--- src/hw/rtl/ths_pkg.sv ---
// Shared types and constants for the tar header size screener.
// Used by ths_front, ths_queue, ths_back and tar_header_size_screener; no dependencies.
package ths_pkg;

    localparam int BLOCK_SIZE  = 512;
    localparam int OFFSET_W    = $clog2(BLOCK_SIZE);
    localparam int SIZE_OFFSET = 124;
    localparam int SIZE_DIGITS = 12;
    localparam int TYPE_OFFSET = 156;

    localparam int SIZE_W  = 36;
    localparam int SKIP_W  = SIZE_W + 1;
    localparam int SUM_W   = 49;
    localparam int ENTRY_W = 21;
    localparam int LEN_W   = 48;
    localparam int MAXU_W  = 48;
    localparam int MAXE_W  = 20;
    localparam int PROD_W  = LEN_W + 6;

    localparam logic [LEN_W-1:0]  LEN_MAX    = {LEN_W{1'b1}};
    localparam logic [MAXU_W-1:0] MAXU_RESET = 48'd10737418240;
    localparam logic [MAXE_W-1:0] MAXE_RESET = 20'd10000;

    localparam logic [7:0] TYPE_REGULAR    = 8'h30;
    localparam logic [7:0] TYPE_REGULAR_OLD = 8'h00;
    localparam logic [7:0] TYPE_CONTIGUOUS = 8'h37;
    localparam logic [4:0] OCTAL_PREFIX    = 5'b00110;

    localparam int CFG_INDEX_W = 1;
    localparam logic [CFG_INDEX_W-1:0] CFG_MAX_BYTES   = 1'd0;
    localparam logic [CFG_INDEX_W-1:0] CFG_MAX_ENTRIES = 1'd1;

    localparam int QUEUE_DEPTH = 2;
    localparam int IN_TDATA_W  = 8;
    localparam int OUT_TDATA_W = 128;
    localparam int OUT_FIELD_W = 3 + 2 + 1 + ENTRY_W + SUM_W + LEN_W;
    localparam int OUT_PAD_W   = OUT_TDATA_W - OUT_FIELD_W;

    typedef enum logic [2:0] {
        LEVEL_NONE     = 3'd0,
        LEVEL_LOW      = 3'd1,
        LEVEL_MEDIUM   = 3'd2,
        LEVEL_HIGH     = 3'd3,
        LEVEL_CRITICAL = 3'd4
    } level_t;

    typedef enum logic [1:0] {
        FLAG_NONE  = 2'd0,
        FLAG_SIZE  = 2'd1,
        FLAG_ENTRY = 2'd2,
        FLAG_RATIO = 2'd3
    } flag_t;

    typedef struct packed {
        level_t               level;
        flag_t                flag;
        logic [ENTRY_W-1:0]   entries;
        logic [SUM_W-1:0]     content;
        logic [LEN_W-1:0]     length;
    } tally_t;

endpackage

--- src/hw/rtl/ths_front.sv ---
// Front scanner: takes archive bytes, parses header blocks, skips content and applies limits.
// Emits one tally record per archive on the last byte. Depends on ths_pkg.
module ths_front (
    input  logic                               aclk,
    input  logic                               aresetn,
    input  logic                               cfg_valid,
    output logic                               cfg_ready,
    input  logic [ths_pkg::CFG_INDEX_W-1:0]    cfg_index,
    input  logic [ths_pkg::MAXU_W-1:0]         cfg_data,
    input  logic                               in_valid,
    output logic                               in_ready,
    input  logic [7:0]                         in_byte,
    input  logic                               in_last,
    output logic                               rec_valid,
    input  logic                               rec_ready,
    output ths_pkg::tally_t                    rec
);

    typedef enum logic [1:0] {
        PH_HEADER = 2'd0,
        PH_SKIP   = 2'd1,
        PH_DONE   = 2'd2
    } phase_t;

    localparam logic [ths_pkg::OFFSET_W-1:0] OFFSET_LAST = ths_pkg::OFFSET_W'(ths_pkg::BLOCK_SIZE - 1);
    localparam logic [ths_pkg::OFFSET_W-1:0] OFF_SIZE_LO = ths_pkg::OFFSET_W'(ths_pkg::SIZE_OFFSET);
    localparam logic [ths_pkg::OFFSET_W-1:0] OFF_SIZE_HI =
        ths_pkg::OFFSET_W'(ths_pkg::SIZE_OFFSET + ths_pkg::SIZE_DIGITS);
    localparam logic [ths_pkg::OFFSET_W-1:0] OFF_TYPE = ths_pkg::OFFSET_W'(ths_pkg::TYPE_OFFSET);

    phase_t                          phase_reg, phase_next;
    logic [ths_pkg::OFFSET_W-1:0]    offset_reg, offset_next;
    logic                            allzero_reg, allzero_next;
    logic [ths_pkg::SIZE_W-1:0]      acc_reg, acc_next;
    logic                            stopped_reg, stopped_next;
    logic [7:0]                      type_reg, type_next;
    logic [1:0]                      run_reg, run_next;
    logic [ths_pkg::SKIP_W-1:0]      skip_reg, skip_next;
    logic [ths_pkg::SUM_W-1:0]       sum_reg, sum_next;
    logic [ths_pkg::ENTRY_W-1:0]     ent_reg, ent_next;
    logic [ths_pkg::LEN_W-1:0]       cnt_reg, cnt_next;
    ths_pkg::level_t                 level_reg, level_next;
    ths_pkg::flag_t                  flag_reg, flag_next;
    logic [ths_pkg::MAXU_W-1:0]      maxu_reg;
    logic [ths_pkg::MAXE_W-1:0]      maxe_reg;

    logic                            accept;
    logic                            in_window;
    logic                            block_zero;
    logic                            is_regular;
    logic [1:0]                      run_inc;
    logic [ths_pkg::SUM_W-1:0]       sum_add;
    logic [ths_pkg::ENTRY_W-1:0]     ent_inc;
    logic [ths_pkg::ENTRY_W-1:0]     ent_after;
    logic                            size_over;
    logic                            entry_over;
    logic [ths_pkg::SKIP_W-1:0]      size_round;

    assign cfg_ready  = 1'b1;
    assign in_ready   = rec_ready;
    assign accept     = in_valid && rec_ready;
    assign rec_valid  = accept && in_last;

    assign in_window  = (offset_reg >= OFF_SIZE_LO) && (offset_reg < OFF_SIZE_HI);
    assign block_zero = allzero_reg && (in_byte == 8'h00);
    assign is_regular = (type_reg == ths_pkg::TYPE_REGULAR) ||
                        (type_reg == ths_pkg::TYPE_REGULAR_OLD) ||
                        (type_reg == ths_pkg::TYPE_CONTIGUOUS);
    assign run_inc    = (run_reg == 2'd3) ? run_reg : run_reg + 2'd1;
    assign sum_add    = sum_reg + {{(ths_pkg::SUM_W - ths_pkg::SIZE_W){1'b0}}, acc_reg};
    assign ent_inc    = ent_reg + 1'b1;
    assign ent_after  = is_regular ? ent_inc : ent_reg;
    assign size_over  = is_regular && (sum_add > {1'b0, maxu_reg});
    assign entry_over = ent_after > {{(ths_pkg::ENTRY_W - ths_pkg::MAXE_W){1'b0}}, maxe_reg};
    assign size_round = {1'b0, acc_reg} + ths_pkg::SKIP_W'(ths_pkg::BLOCK_SIZE - 1);

    always_comb begin
        phase_next   = phase_reg;
        offset_next  = offset_reg;
        allzero_next = allzero_reg;
        acc_next     = acc_reg;
        stopped_next = stopped_reg;
        type_next    = type_reg;
        run_next     = run_reg;
        skip_next    = skip_reg;
        sum_next     = sum_reg;
        ent_next     = ent_reg;
        cnt_next     = cnt_reg;
        level_next   = level_reg;
        flag_next    = flag_reg;

        if (accept) begin
            if (cnt_reg != ths_pkg::LEN_MAX) begin
                cnt_next = cnt_reg + 1'b1;
            end
            unique case (phase_reg)
                PH_HEADER: begin
                    if (in_byte != 8'h00) begin
                        allzero_next = 1'b0;
                    end
                    if (in_window && !stopped_reg) begin
                        if (in_byte[7:3] == ths_pkg::OCTAL_PREFIX) begin
                            acc_next = {acc_reg[ths_pkg::SIZE_W-4:0], in_byte[2:0]};
                        end else begin
                            stopped_next = 1'b1;
                        end
                    end
                    if (offset_reg == OFF_TYPE) begin
                        type_next = in_byte;
                    end
                    if (offset_reg == OFFSET_LAST) begin
                        offset_next  = '0;
                        allzero_next = 1'b1;
                        acc_next     = '0;
                        stopped_next = 1'b0;
                        type_next    = '0;
                        if (block_zero) begin
                            run_next = run_inc;
                            if (run_inc >= 2'd2) begin
                                phase_next = PH_DONE;
                            end
                        end else begin
                            run_next = '0;
                            if (is_regular) begin
                                sum_next = sum_add;
                                ent_next = ent_inc;
                            end
                            priority if (size_over) begin
                                level_next = ths_pkg::LEVEL_CRITICAL;
                                flag_next  = ths_pkg::FLAG_SIZE;
                                phase_next = PH_DONE;
                            end else if (entry_over) begin
                                level_next = ths_pkg::LEVEL_HIGH;
                                flag_next  = ths_pkg::FLAG_ENTRY;
                                phase_next = PH_DONE;
                            end else begin
                                skip_next  = {size_round[ths_pkg::SKIP_W-1:ths_pkg::OFFSET_W],
                                              {ths_pkg::OFFSET_W{1'b0}}};
                                phase_next = (size_round[ths_pkg::SKIP_W-1:ths_pkg::OFFSET_W] != '0)
                                             ? PH_SKIP : PH_HEADER;
                            end
                        end
                    end else begin
                        offset_next = offset_reg + 1'b1;
                    end
                end
                PH_SKIP: begin
                    if (skip_reg != '0) begin
                        skip_next = skip_reg - 1'b1;
                    end
                    if (skip_reg <= ths_pkg::SKIP_W'(1)) begin
                        phase_next = PH_HEADER;
                    end
                end
                PH_DONE: begin
                end
                default: begin
                    phase_next = PH_HEADER;
                end
            endcase
        end

        rec.level   = level_next;
        rec.flag    = flag_next;
        rec.entries = ent_next;
        rec.content = sum_next;
        rec.length  = cnt_next;

        if (accept && in_last) begin
            phase_next   = PH_HEADER;
            offset_next  = '0;
            allzero_next = 1'b1;
            acc_next     = '0;
            stopped_next = 1'b0;
            type_next    = '0;
            run_next     = '0;
            skip_next    = '0;
            sum_next     = '0;
            ent_next     = '0;
            cnt_next     = '0;
            level_next   = ths_pkg::LEVEL_NONE;
            flag_next    = ths_pkg::FLAG_NONE;
        end
    end

    always_ff @(posedge aclk) begin
        if (!aresetn) begin
            phase_reg   <= PH_HEADER;
            offset_reg  <= '0;
            allzero_reg <= 1'b1;
            acc_reg     <= '0;
            stopped_reg <= 1'b0;
            type_reg    <= '0;
            run_reg     <= '0;
            skip_reg    <= '0;
            sum_reg     <= '0;
            ent_reg     <= '0;
            cnt_reg     <= '0;
            level_reg   <= ths_pkg::LEVEL_NONE;
            flag_reg    <= ths_pkg::FLAG_NONE;
            maxu_reg    <= ths_pkg::MAXU_RESET;
            maxe_reg    <= ths_pkg::MAXE_RESET;
        end else begin
            phase_reg   <= phase_next;
            offset_reg  <= offset_next;
            allzero_reg <= allzero_next;
            acc_reg     <= acc_next;
            stopped_reg <= stopped_next;
            type_reg    <= type_next;
            run_reg     <= run_next;
            skip_reg    <= skip_next;
            sum_reg     <= sum_next;
            ent_reg     <= ent_next;
            cnt_reg     <= cnt_next;
            level_reg   <= level_next;
            flag_reg    <= flag_next;
            if (cfg_valid && cfg_ready) begin
                if (cfg_index == ths_pkg::CFG_MAX_BYTES) begin
                    maxu_reg <= cfg_data;
                end
                if (cfg_index == ths_pkg::CFG_MAX_ENTRIES) begin
                    maxe_reg <= cfg_data[ths_pkg::MAXE_W-1:0];
                end
            end
        end
    end

endmodule

--- src/hw/rtl/ths_queue.sv ---
// Short queue of tally records between the front scanner and the result stage.
// Depends on ths_pkg.
module ths_queue (
    input  logic               aclk,
    input  logic               aresetn,
    input  logic               push,
    output logic               push_ready,
    input  ths_pkg::tally_t    push_data,
    output logic               pop_valid,
    input  logic               pop,
    output ths_pkg::tally_t    pop_data
);

    localparam int PTR_W = (ths_pkg::QUEUE_DEPTH > 1) ? $clog2(ths_pkg::QUEUE_DEPTH) : 1;
    localparam int CNT_W = $clog2(ths_pkg::QUEUE_DEPTH + 1);
    localparam logic [PTR_W-1:0] PTR_LAST = PTR_W'(ths_pkg::QUEUE_DEPTH - 1);
    localparam logic [CNT_W-1:0] CNT_FULL = CNT_W'(ths_pkg::QUEUE_DEPTH);

    ths_pkg::tally_t     slot_reg [ths_pkg::QUEUE_DEPTH];
    logic [PTR_W-1:0]    wr_ptr_reg, wr_ptr_next;
    logic [PTR_W-1:0]    rd_ptr_reg, rd_ptr_next;
    logic [CNT_W-1:0]    count_reg, count_next;
    logic                do_push;
    logic                do_pop;

    assign push_ready = (count_reg != CNT_FULL);
    assign pop_valid  = (count_reg != '0);
    assign pop_data   = slot_reg[rd_ptr_reg];
    assign do_push    = push && push_ready;
    assign do_pop     = pop && pop_valid;

    always_comb begin
        wr_ptr_next = wr_ptr_reg;
        rd_ptr_next = rd_ptr_reg;
        count_next  = count_reg;
        if (do_push) begin
            wr_ptr_next = (wr_ptr_reg == PTR_LAST) ? '0 : wr_ptr_reg + 1'b1;
        end
        if (do_pop) begin
            rd_ptr_next = (rd_ptr_reg == PTR_LAST) ? '0 : rd_ptr_reg + 1'b1;
        end
        if (do_push && !do_pop) begin
            count_next = count_reg + 1'b1;
        end else if (do_pop && !do_push) begin
            count_next = count_reg - 1'b1;
        end
    end

    always_ff @(posedge aclk) begin
        if (do_push) begin
            slot_reg[wr_ptr_reg] <= push_data;
        end
    end

    always_ff @(posedge aclk) begin
        if (!aresetn) begin
            wr_ptr_reg <= '0;
            rd_ptr_reg <= '0;
            count_reg  <= '0;
        end else begin
            wr_ptr_reg <= wr_ptr_next;
            rd_ptr_reg <= rd_ptr_next;
            count_reg  <= count_next;
        end
    end

endmodule

--- src/hw/rtl/ths_back.sv ---
// Result stage: grades the compression ratio of each tally and drives the result stream.
// Two registered stages with stall; depends on ths_pkg.
module ths_back (
    input  logic                                aclk,
    input  logic                                aresetn,
    input  logic                                q_valid,
    output logic                                q_pop,
    input  ths_pkg::tally_t                     q_data,
    output logic                                m_tvalid,
    input  logic                                m_tready,
    output logic [ths_pkg::OUT_TDATA_W-1:0]     m_tdata
);

    ths_pkg::tally_t                  rec_reg;
    logic [ths_pkg::PROD_W-1:0]       m50_reg;
    logic [ths_pkg::PROD_W-1:0]       m10_reg;
    logic                             s1_valid_reg;
    logic                             out_valid_reg;
    logic [ths_pkg::OUT_TDATA_W-1:0]  out_data_reg, out_data_next;

    logic                             out_load;
    logic                             s1_take;
    logic [ths_pkg::PROD_W-1:0]       len_ext;
    logic [ths_pkg::PROD_W-1:0]       sum_ext;
    ths_pkg::level_t                  level;
    ths_pkg::flag_t                   flag;

    assign out_load = !out_valid_reg || m_tready;
    assign s1_take  = !s1_valid_reg || out_load;
    assign q_pop    = q_valid && s1_take;
    assign m_tvalid = out_valid_reg;
    assign m_tdata  = out_data_reg;

    assign len_ext  = {{(ths_pkg::PROD_W - ths_pkg::LEN_W){1'b0}}, q_data.length};
    assign sum_ext  = {{(ths_pkg::PROD_W - ths_pkg::SUM_W){1'b0}}, rec_reg.content};

    always_comb begin
        level = rec_reg.level;
        flag  = rec_reg.flag;
        if (rec_reg.level == ths_pkg::LEVEL_NONE) begin
            if (sum_ext > m50_reg) begin
                level = ths_pkg::LEVEL_MEDIUM;
                flag  = ths_pkg::FLAG_RATIO;
            end else if (sum_ext > m10_reg) begin
                level = ths_pkg::LEVEL_LOW;
                flag  = ths_pkg::FLAG_RATIO;
            end
        end
        out_data_next = {{ths_pkg::OUT_PAD_W{1'b0}}, rec_reg.length, rec_reg.content,
                         rec_reg.entries, (level != ths_pkg::LEVEL_NONE), flag, level};
    end

    always_ff @(posedge aclk) begin
        if (s1_take) begin
            rec_reg <= q_data;
            m50_reg <= (len_ext << 5) + (len_ext << 4) + (len_ext << 1);
            m10_reg <= (len_ext << 3) + (len_ext << 1);
        end
        if (out_load) begin
            out_data_reg <= out_data_next;
        end
    end

    always_ff @(posedge aclk) begin
        if (!aresetn) begin
            s1_valid_reg  <= 1'b0;
            out_valid_reg <= 1'b0;
        end else begin
            if (s1_take) begin
                s1_valid_reg <= q_valid;
            end
            if (out_load) begin
                out_valid_reg <= s1_valid_reg;
            end
        end
    end

endmodule

--- src/hw/rtl/tar_header_size_screener.sv ---
// Top level of the tar header size screener: front scanner, record queue and result stage.
// Depends on ths_pkg, ths_front, ths_queue and ths_back.
//
// The block takes one archive byte per clock cycle on the s_ stream and raises s_tready
// except when its two-entry record queue is full, which happens only when the m_ side has
// stalled on earlier results. Header parsing, content skipping and the limit checks finish
// in the cycle that accepts each byte. The byte marked with s_tlast closes the archive; its
// result is written to the record queue, then registered with its ratio products, and the
// graded result is registered again before it drives the m_ stream. Configuration writes
// are taken at once and should be made while no archive is in flight.
module tar_header_size_screener (
    input  logic                                aclk,
    input  logic                                aresetn,
    input  logic                                cfg_valid,
    output logic                                cfg_ready,
    input  logic [ths_pkg::CFG_INDEX_W-1:0]     cfg_index,
    input  logic [ths_pkg::MAXU_W-1:0]          cfg_data,
    input  logic                                s_tvalid,
    output logic                                s_tready,
    // Fields from bit 0: data_byte[7:0].
    input  logic [ths_pkg::IN_TDATA_W-1:0]      s_tdata,
    input  logic                                s_tlast,
    output logic                                m_tvalid,
    input  logic                                m_tready,
    // Fields from bit 0: alert_level[2:0], flag_code[4:3], alert_set[5], entry_total[26:6],
    // content_total[75:27], archive_length[123:76], zero fill[127:124].
    output logic [ths_pkg::OUT_TDATA_W-1:0]     m_tdata
);

    logic               rec_valid;
    logic               rec_ready;
    ths_pkg::tally_t    rec;
    logic               q_valid;
    logic               q_pop;
    ths_pkg::tally_t    q_data;

    ths_front u_front (
        .aclk      (aclk),
        .aresetn   (aresetn),
        .cfg_valid (cfg_valid),
        .cfg_ready (cfg_ready),
        .cfg_index (cfg_index),
        .cfg_data  (cfg_data),
        .in_valid  (s_tvalid),
        .in_ready  (s_tready),
        .in_byte   (s_tdata[7:0]),
        .in_last   (s_tlast),
        .rec_valid (rec_valid),
        .rec_ready (rec_ready),
        .rec       (rec)
    );

    ths_queue u_queue (
        .aclk       (aclk),
        .aresetn    (aresetn),
        .push       (rec_valid),
        .push_ready (rec_ready),
        .push_data  (rec),
        .pop_valid  (q_valid),
        .pop        (q_pop),
        .pop_data   (q_data)
    );

    ths_back u_back (
        .aclk     (aclk),
        .aresetn  (aresetn),
        .q_valid  (q_valid),
        .q_pop    (q_pop),
        .q_data   (q_data),
        .m_tvalid (m_tvalid),
        .m_tready (m_tready),
        .m_tdata  (m_tdata)
    );

endmodule
--- config.mk ---
export PLATFORM = sky130hd
export DESIGN_NAME = tar_header_size_screener
export DESIGN_NICKNAME = d
export VERILOG_FILES = /design/src/hw/rtl/ths_pkg.sv /design/src/hw/rtl/ths_front.sv /design/src/hw/rtl/ths_queue.sv /design/src/hw/rtl/ths_back.sv /design/src/hw/rtl/tar_header_size_screener.sv
export SDC_FILE = /design/constraint.sdc
export NUM_CORES = 2
export LEC_CHECK = 0
export ABC_CLOCK_PERIOD_IN_PS = 8150
export BUFFER_PORTS_ARGS = -buffer_cell sky130_fd_sc_hd__buf_2
export CAP_MARGIN = 20
export CORE_MARGIN = 4
export CORE_UTILIZATION = 30
export CTS_BUF_LIST = sky130_fd_sc_hd__clkbuf_8
export CTS_CLUSTER_DIAMETER = 150
export DETAILED_ROUTE_END_ITERATION = 8
export GPL_ROUTABILITY_DRIVEN = 0
export SYNTH_ARGS = -nofsm -noshare
export SYNTH_HDL_FRONTEND = slang
export SYNTH_HIERARCHICAL = 1
export SYNTH_SLANG_ARGS = --single-unit
--- constraint.sdc ---
create_clock -name aclk -period 8.15 [get_ports aclk]
set_input_delay 1.63 -clock aclk [delete_from_list [all_inputs] [get_ports aclk]]
set_output_delay 1.63 -clock aclk [all_outputs]
set_load 0.005 [all_outputs]
## Yosys cells after proc, flatten, opt, wreduce, memory -nomap -nowiden

Memory sizes are Yosys's and may differ from the RTL's. A register that Yosys moved wholly into a read port is not among the register bits.
Cells that the tools add are included.

- Flip-flop bits (word level): 648
- Bits in writable memories: 246
- Output and inout port bits: 131
- Logic and storage cells: 183
- Memories: 1

- Add/sub/neg operators: 14
- Order comparisons: 8
- Eq/ne operators: 18
- Muxes and demuxes: 65
- Bitwise logic cells: 3
- Reductions and logical operators: 46

Memory list:

| memory | depth | width | rd ports | clocked after memory_dff | wr ports | line | RTL |
|---|---|---|---|---|---|---|---|
| u_queue.slot_reg | 2 | 123 | 1 | 1 | 1 | ths_queue.sv:19 | `ths_pkg::tally_t slot_reg [ths_pkg::QUEUE_DEPTH];` |

Operators with widths:

| cell | number |
|---|---|
| 49-bit two-way mux | 5 |
| 37-bit two-way mux | 5 |
| 49-bit by 54-bit > comparator with 1-bit output | 2 |
| 36-bit two-way mux | 3 |
| 21-bit two-way mux | 5 |
| 48-bit two-way mux | 2 |
| 37-bit one-hot mux with 2 select lines | 1 |
| 53-bit by 52-bit adder with 54-bit output | 1 |
| 54-bit by 49-bit adder with 54-bit output | 1 |
| 51-bit by 49-bit adder with 52-bit output | 1 |
| 49-bit by 36-bit adder with 49-bit output | 1 |
| 49-bit by 48-bit > comparator with 1-bit output | 1 |
| 48-bit by 1-bit adder with 48-bit output (second input constant) | 1 |
| 48-bit inequality test (second input constant) | 1 |
| 2-bit two-way mux | 19 |
| 36-bit by 9-bit adder with 37-bit output (second input constant) | 1 |
| 37-bit by 1-bit <= comparator with 1-bit output (second input constant) | 1 |
| 37-bit nonzero test | 1 |
| 37-bit by 1-bit subtractor with 37-bit output (second input constant) | 1 |
| 28-bit nonzero test | 1 |
| 3-bit two-way mux | 9 |
| 21-bit by 1-bit adder with 21-bit output (second input constant) | 1 |
| 21-bit by 20-bit > comparator with 1-bit output | 1 |
| 8-bit by 6-bit equality test with 1-bit output (second input constant) | 2 |
| 35 further kinds | 87 |

## Logic depth before layout (Yosys ltp)

- Word-level depth: 11
- Depth in mapped cells: 25

## Modules after synthesis

Netlist, hierarchy kept.

Modules (own cells, without submodules):

| module | times used | cells each | area an instance (um^2) | sequential area each (um^2) |
|---|---|---|---|---|
| ths_back | 1 | 1,487 | 19,200.9 | 10,430.0 |
| ths_front | 1 | 2,195 | 17,137.7 | 5,745.5 |
| ths_queue | 1 | 407 | 9,407.8 | 7,487.2 |

## Worst setup path after synthesis

Ideal clock, no wire load.

- Kind: input-to-reg
- Start point: input m_tready
- End point: register u_queue.count_reg[1]
- Arrival: 7.851 ns
- Required time: 8.080 ns
- Path slack: 0.229 ns
- Cell stages on the path: 7
- Buffers on the path: 0
- Cell sequence: nor2b_1 -> nand2_1 -> and2_1 -> o21ai_1 -> ha_1 -> or3_1 -> a21boi_1

- Word-level cells in the longest chain between the ends: 7

RTL lines:

| element | line | RTL |
|---|---|---|
| start: declaration | tar_header_size_screener.sv:24 | `input logic m_tready,` |
| 1-bit logical OR (*) | ths_back.sv:28 | `assign out_load = !out_valid_reg \|\| m_tready;` |
| 1-bit logical OR (*) | ths_back.sv:29 | `assign s1_take = !s1_valid_reg \|\| out_load;` |
| 1-bit logical AND (*) | ths_back.sv:30 | `assign q_pop = q_valid && s1_take;` |
| via q_pop | tar_header_size_screener.sv:34 | `logic q_pop;` |
| 1-bit logical AND (*) | ths_queue.sv:30 | `assign do_pop = pop && pop_valid;` |
| 1-bit zero test | ths_queue.sv:42 | `if (do_push && !do_pop) begin` |
| 1-bit logical AND | ths_queue.sv:42 |  |
| 2-bit two-way mux or 2-bit nonzero test (tied branches) | n/a |  |
| end signal: assignment | ths_queue.sv:63 | `count_reg <= count_next;` |
| end: declaration | ths_queue.sv:22 | `logic [CNT_W-1:0] count_reg, count_next;` |

Mark *: on every way through the listed nets, which the timed path passes. The rest lies on a longest branch.
A chain may end at the register's enable or synchronous reset.

## Final worst setup path

- Start point: register u_front/acc_reg[1] (netlist name)
- End point: register u_front/skip_reg[21] (netlist name)

- Word-level cells in the longest chain between the ends: 6

RTL lines:

| element | line | RTL |
|---|---|---|
| start: declaration | ths_front.sv:34 | `logic [ths_pkg::SIZE_W-1:0] acc_reg, acc_next;` |
| start signal: assignment | ths_front.sv:207 | `acc_reg <= acc_next;` |
| branches (longest 6 deep; another with 49-bit by 36-bit adder with 49-bit output) | n/a |  |
| end signal: assignment | ths_front.sv:211 | `skip_reg <= skip_next;` |
| end: declaration | ths_front.sv:38 | `logic [ths_pkg::SKIP_W-1:0] skip_reg, skip_next;` |

Several ways; the timed one is not identified. The select of a mux whose other input is x is not followed.

==> results.md <==
- The number of levels in the clock H-tree is 4.
- The switching part of the total is 0.362.
- Of the total synthesized cell area, the portion taken by full adders, half adders and majority gates is 0.104.
- The switching component of the power is 6.42 mW.
- The internal power of the cells totals approximately 11 mW.
- The worst-case IR drop observed on VDD is ~160 uV.
- The final-report hold violation count is 0.
- The warning count from the yosys run is 6.
- The area of the die is 159000 um2.
- The number of enable flip-flop cells after synthesis is a little under 600.
- The number of standard-cell rows in the floorplan is 143.
- After synthesis, the share of cell area in mux cells is 0.0398.
- The critical path capture point type is a register.
- For this run, the total global-route usage over all layers was measured as 0.145.
- The CTS tree is done.
- The sequential area share after synthesis is 0.517.
- The final net count is 4724.
- The via count normalized by instance count is about 5.
- The later pin in the worst-skew pair is clocked with a latency of 0.87 ns.
- The fraction of layout instances using a drive strength above 1 is 0.138.
- The compound-gate portion of the synthesized area was 0.123.
- From synthesis to final layout, the design area changed by 13.3%.
- After detailed routing, the number of remaining DRC violations is 0.
- Setup violations remaining at the end of the flow were counted as 0.
- The count of cells resized by post-cts repair is 0.
- The number of global-route vias before repair is between 30000 and 40000.
- The detailed-routing iteration count for the pre-antenna-repair pass is 7.
- The die is 398 um wide.
- The highest layer touched by signal routing is met5.
- The total power density per cell area is around 340 nW/um2.
- The share of total power in combinational logic is 0.395.
- In this run the static leakage power is ~21 nW.
- Among all cell types in the netlist, the one instantiated most often is sky130_fd_sc_hd__edfxtp_1.
- Of the post-synthesis cell area, the dominant cell type holds 0.389.
- The sequential power share is 0.379.
- Among all flip-flop cells after synthesis, the most frequent one is sky130_fd_sc_hd__edfxtp_1.
- The total wirelength of the detailed-routed design is roughly 120000 um.
- Setup repair after global routing left no endpoint under its margin.
- The total I/O pin count is ~190.
- The worst hold slack after final layout is approximately 0.41 ns.
- The cell taking the most area after synthesis is sky130_fd_sc_hd__edfxtp_1.
- After detailed routing, the wire length on met1 is 55200 um.
- The maximum root-to-sink buffer count is 3.
- Overall power consumption after layout is estimated at 17.7 mW.
- The post-route clock period utilization is 0.816.
- Static timing analysis puts the maximum clock frequency at ~150 MHz.
- The number of max-slew violations in the final report is 0.
- By area, the combinational part of the netlist is dominated by simple AND/OR/NAND/NOR gates.
- The flow ran to the end, and the final reports show no timing, DRC or antenna violations.
- The clock-pin slew reported for the worst setup and hold paths after clock tree synthesis is about 0.060 ns.
- The total overflow left after global routing is 0.
- Post-CTS timing repair inserted 0 buffers for setup.
- The clock network fraction of total power is 0.227.
- The final total negative setup slack is 0 ns.
- The first global-routing pass estimated ~180000 um of wire.
- Detailed routing placed a total of around 52000 um of wire on met2.
- The clock period could shrink to 6.65 ns.
- For this run, asynchronously set or reset flops after synthesis account for 0.
- The initial antenna violation count is 7.
- The routed layout has 31900 vias.
- The number of flip-flops and latches in the synthesized netlist is 886.
- For this run, the number of standard cells in the final layout without fillers is 6470.
- The worst endpoint data arrival time is 7.34 ns.
- The region available for standard cell placement spans about 150000 um2.
- Dividing the detail-routed wire length by the instance count gives around 18 um.
- The number of max-cap violations is 0.
- The register with the most flip-flops in the layout has around 250 of them.
- At the pin with the least slew margin, the transition time is 1.10 ns.
- Measured on the finished design, the core utilization comes to 0.342.
- In this run the vertical extent of the chip is 398 um.
- Entering global routing, the biggest net connects 142 pins.
- The type of the most critical hold path is register to register.
- Hold repair after CTS inserted 0 buffers.
- The total met3 wirelength after detailed routing is 7450 um.
- The type of origin of the critical path is a register.
- Along the worst path, the maximum fanout reaches 19.
- The unique cell type count in the Yosys netlist is roughly 110.
- The path type of the worst setup path is register to register.
- In this run, the number of DRC markers left after iteration 0 of detailed routing was 2560.
- The number of I/O port buffers is 188.
- The number of standard cells after synthesis is between 4000 and 5000.
- In this run, placement finished with an instance count of between 6000 and 7000.
- Of the total synthesized cell area, the portion taken by XOR and XNOR cells is 0.0511.
- By area the synthesized netlist is led by sky130_fd_sc_hd__edfxtp_1, sky130_fd_sc_hd__dfxtp_1, sky130_fd_sc_hd__ha_1.
- The tree is rooted in a sky130_fd_sc_hd__clkbuf_8.
- The basic-gate share of the synthesized area counting and, or, nand and nor cells is 0.131.
- The relative slew slack is 0.265.
- The clock skew after layout is approximately 0.044 ns.
- STA puts the critical path data required time at between 8 and 9 ns.
- The synthesized area is ~46000 um2.
- By count the netlist is led by sky130_fd_sc_hd__edfxtp_1, sky130_fd_sc_hd__nand2_1, sky130_fd_sc_hd__ha_1.
- In this run the remaining antenna-violating nets after routing total 0.
- The wire-length estimate of the detail-placed layout is 85900 um.
- The number of buffers created by CTS is 150.
- The average size of a mapped cell is 11.2 um2.
- The total number of clock tree sinks is 886.
- The effective utilization at floorplan is 0.302.
==> critical path: stages, from the launching register on <==
cell                       delay, ns
sky130_fd_sc_hd__dfxtp_1        0.41
sky130_fd_sc_hd__ha_1           0.27
sky130_fd_sc_hd__a211oi_1       0.23
sky130_fd_sc_hd__o21bai_1       0.14
sky130_fd_sc_hd__o41ai_1        0.69
sky130_fd_sc_hd__o22ai_1        0.39
sky130_fd_sc_hd__a21o_1         0.34
sky130_fd_sc_hd__a2111o_1       0.39
sky130_fd_sc_hd__o211ai_1       0.39
sky130_fd_sc_hd__nor2_1         0.14
sky130_fd_sc_hd__xor2_1         0.19
sky130_fd_sc_hd__ha_1           0.32
sky130_fd_sc_hd__a21oi_1        0.19
sky130_fd_sc_hd__nand2_1        0.07
sky130_fd_sc_hd__nor3_1         0.24
sky130_fd_sc_hd__nor4b_1        0.28
sky130_fd_sc_hd__a21oi_1        0.15
sky130_fd_sc_hd__nor4b_2        0.52
sky130_fd_sc_hd__o21a_1         0.79
sky130_fd_sc_hd__mux2i_1        0.26
sky130_fd_sc_hd__o21ai_0        0.10
==> cells in the final DEF (no fill, tap or decap), types with 26 or more instances in the layout <==
cell type and n:
sky130_fd_sc_hd__xnor2_1 163, sky130_fd_sc_hd__nand2_1 423, sky130_fd_sc_hd__inv_1 290, sky130_fd_sc_hd__a21boi_0 65, sky130_fd_sc_hd__nor3_1 58, sky130_fd_sc_hd__ha_1 304, sky130_fd_sc_hd__nor2_1 245, sky130_fd_sc_hd__a21oi_1 247
sky130_fd_sc_hd__mux2_4 70, sky130_fd_sc_hd__and2_1 120, sky130_fd_sc_hd__dfxtp_1 293, sky130_fd_sc_hd__and3_1 39, sky130_fd_sc_hd__nand4_1 79, sky130_fd_sc_hd__o21ai_0 109, sky130_fd_sc_hd__a21o_1 129, sky130_fd_sc_hd__o211ai_1 30
sky130_fd_sc_hd__mux2_2 63, sky130_fd_sc_hd__buf_2 188, sky130_fd_sc_hd__nand3_1 102, sky130_fd_sc_hd__fa_1 47, sky130_fd_sc_hd__nor4_1 26, sky130_fd_sc_hd__xor2_1 104, sky130_fd_sc_hd__clkbuf_8 166, sky130_fd_sc_hd__edfxtp_1 592
sky130_fd_sc_hd__a22oi_1 38
==> per-stage QoR <==
step                setup slack, ns  area (um2)
floorplan                     0.229       45800
global placement               1.81       48800
detailed placement             1.77       48800
CTS                            1.67       51800
global route                   1.05       51800
finish                         1.50       51800
==> logic make-up (layout without fill, tap and decap cells) <==
family	count (synthesis)	in the layout
fa+ha+maj	351	351
simple gates	1227	1227
xor+xnor	267	267
compound gates	841	841
other cells	2	9
buf+inv	376	720
flops	886	886
mux	139	139
==> worst paths after layout <==
kind / depth (start not counted) / to / startpoint / slack (ns)
hold reg to reg: 0 / u_back/m_tdata[100] / u_back/out_data_next[100] / 0.41
hold / removal: 0 / u_back/m_tdata[100] / u_back/out_data_next[100] / 0.41
setup reg to reg: 20 / u_front/skip_reg[21] / u_front/acc_reg[1] / 1.50
setup / recovery: 20 / u_front/skip_reg[21] / u_front/acc_reg[1] / 1.50
==> cell type report <==
type                       instances  area [um2]
multi-input combinational       2830       20600
tap                             2030        2540
fill                           15300       99900
sequential                       886       23700
clock buffer                     166        2280
timing repair buffer             208        1140
antenna                            4        10.0
clock inverter                   112         738
inverter                         234         886
==> routing by layer <==
metal,global-route usage,vias up
li1,-,15300
met1,0.205,15400
met2,0.224,993
met3,0.0272,228
met4,0.0463,2
met5,0,-
==> power by group through the flow <==
stage / clock (mW) / sequential (mW) / combinational, mW
6_report: 4.02 / 6.71 / 6.99
4_1_cts: 4.17 / 6.75 / 6.99
5_1_grt: 4.38 / 6.81 / 7.79
2_1_floorplan: 0 / 6.55 / 5.29
3_5_place_dp: 0 / 6.84 / 6.93
3_3_place_gp: 0 / 6.83 / 6.83
Power figures use the tool's default switching activity.
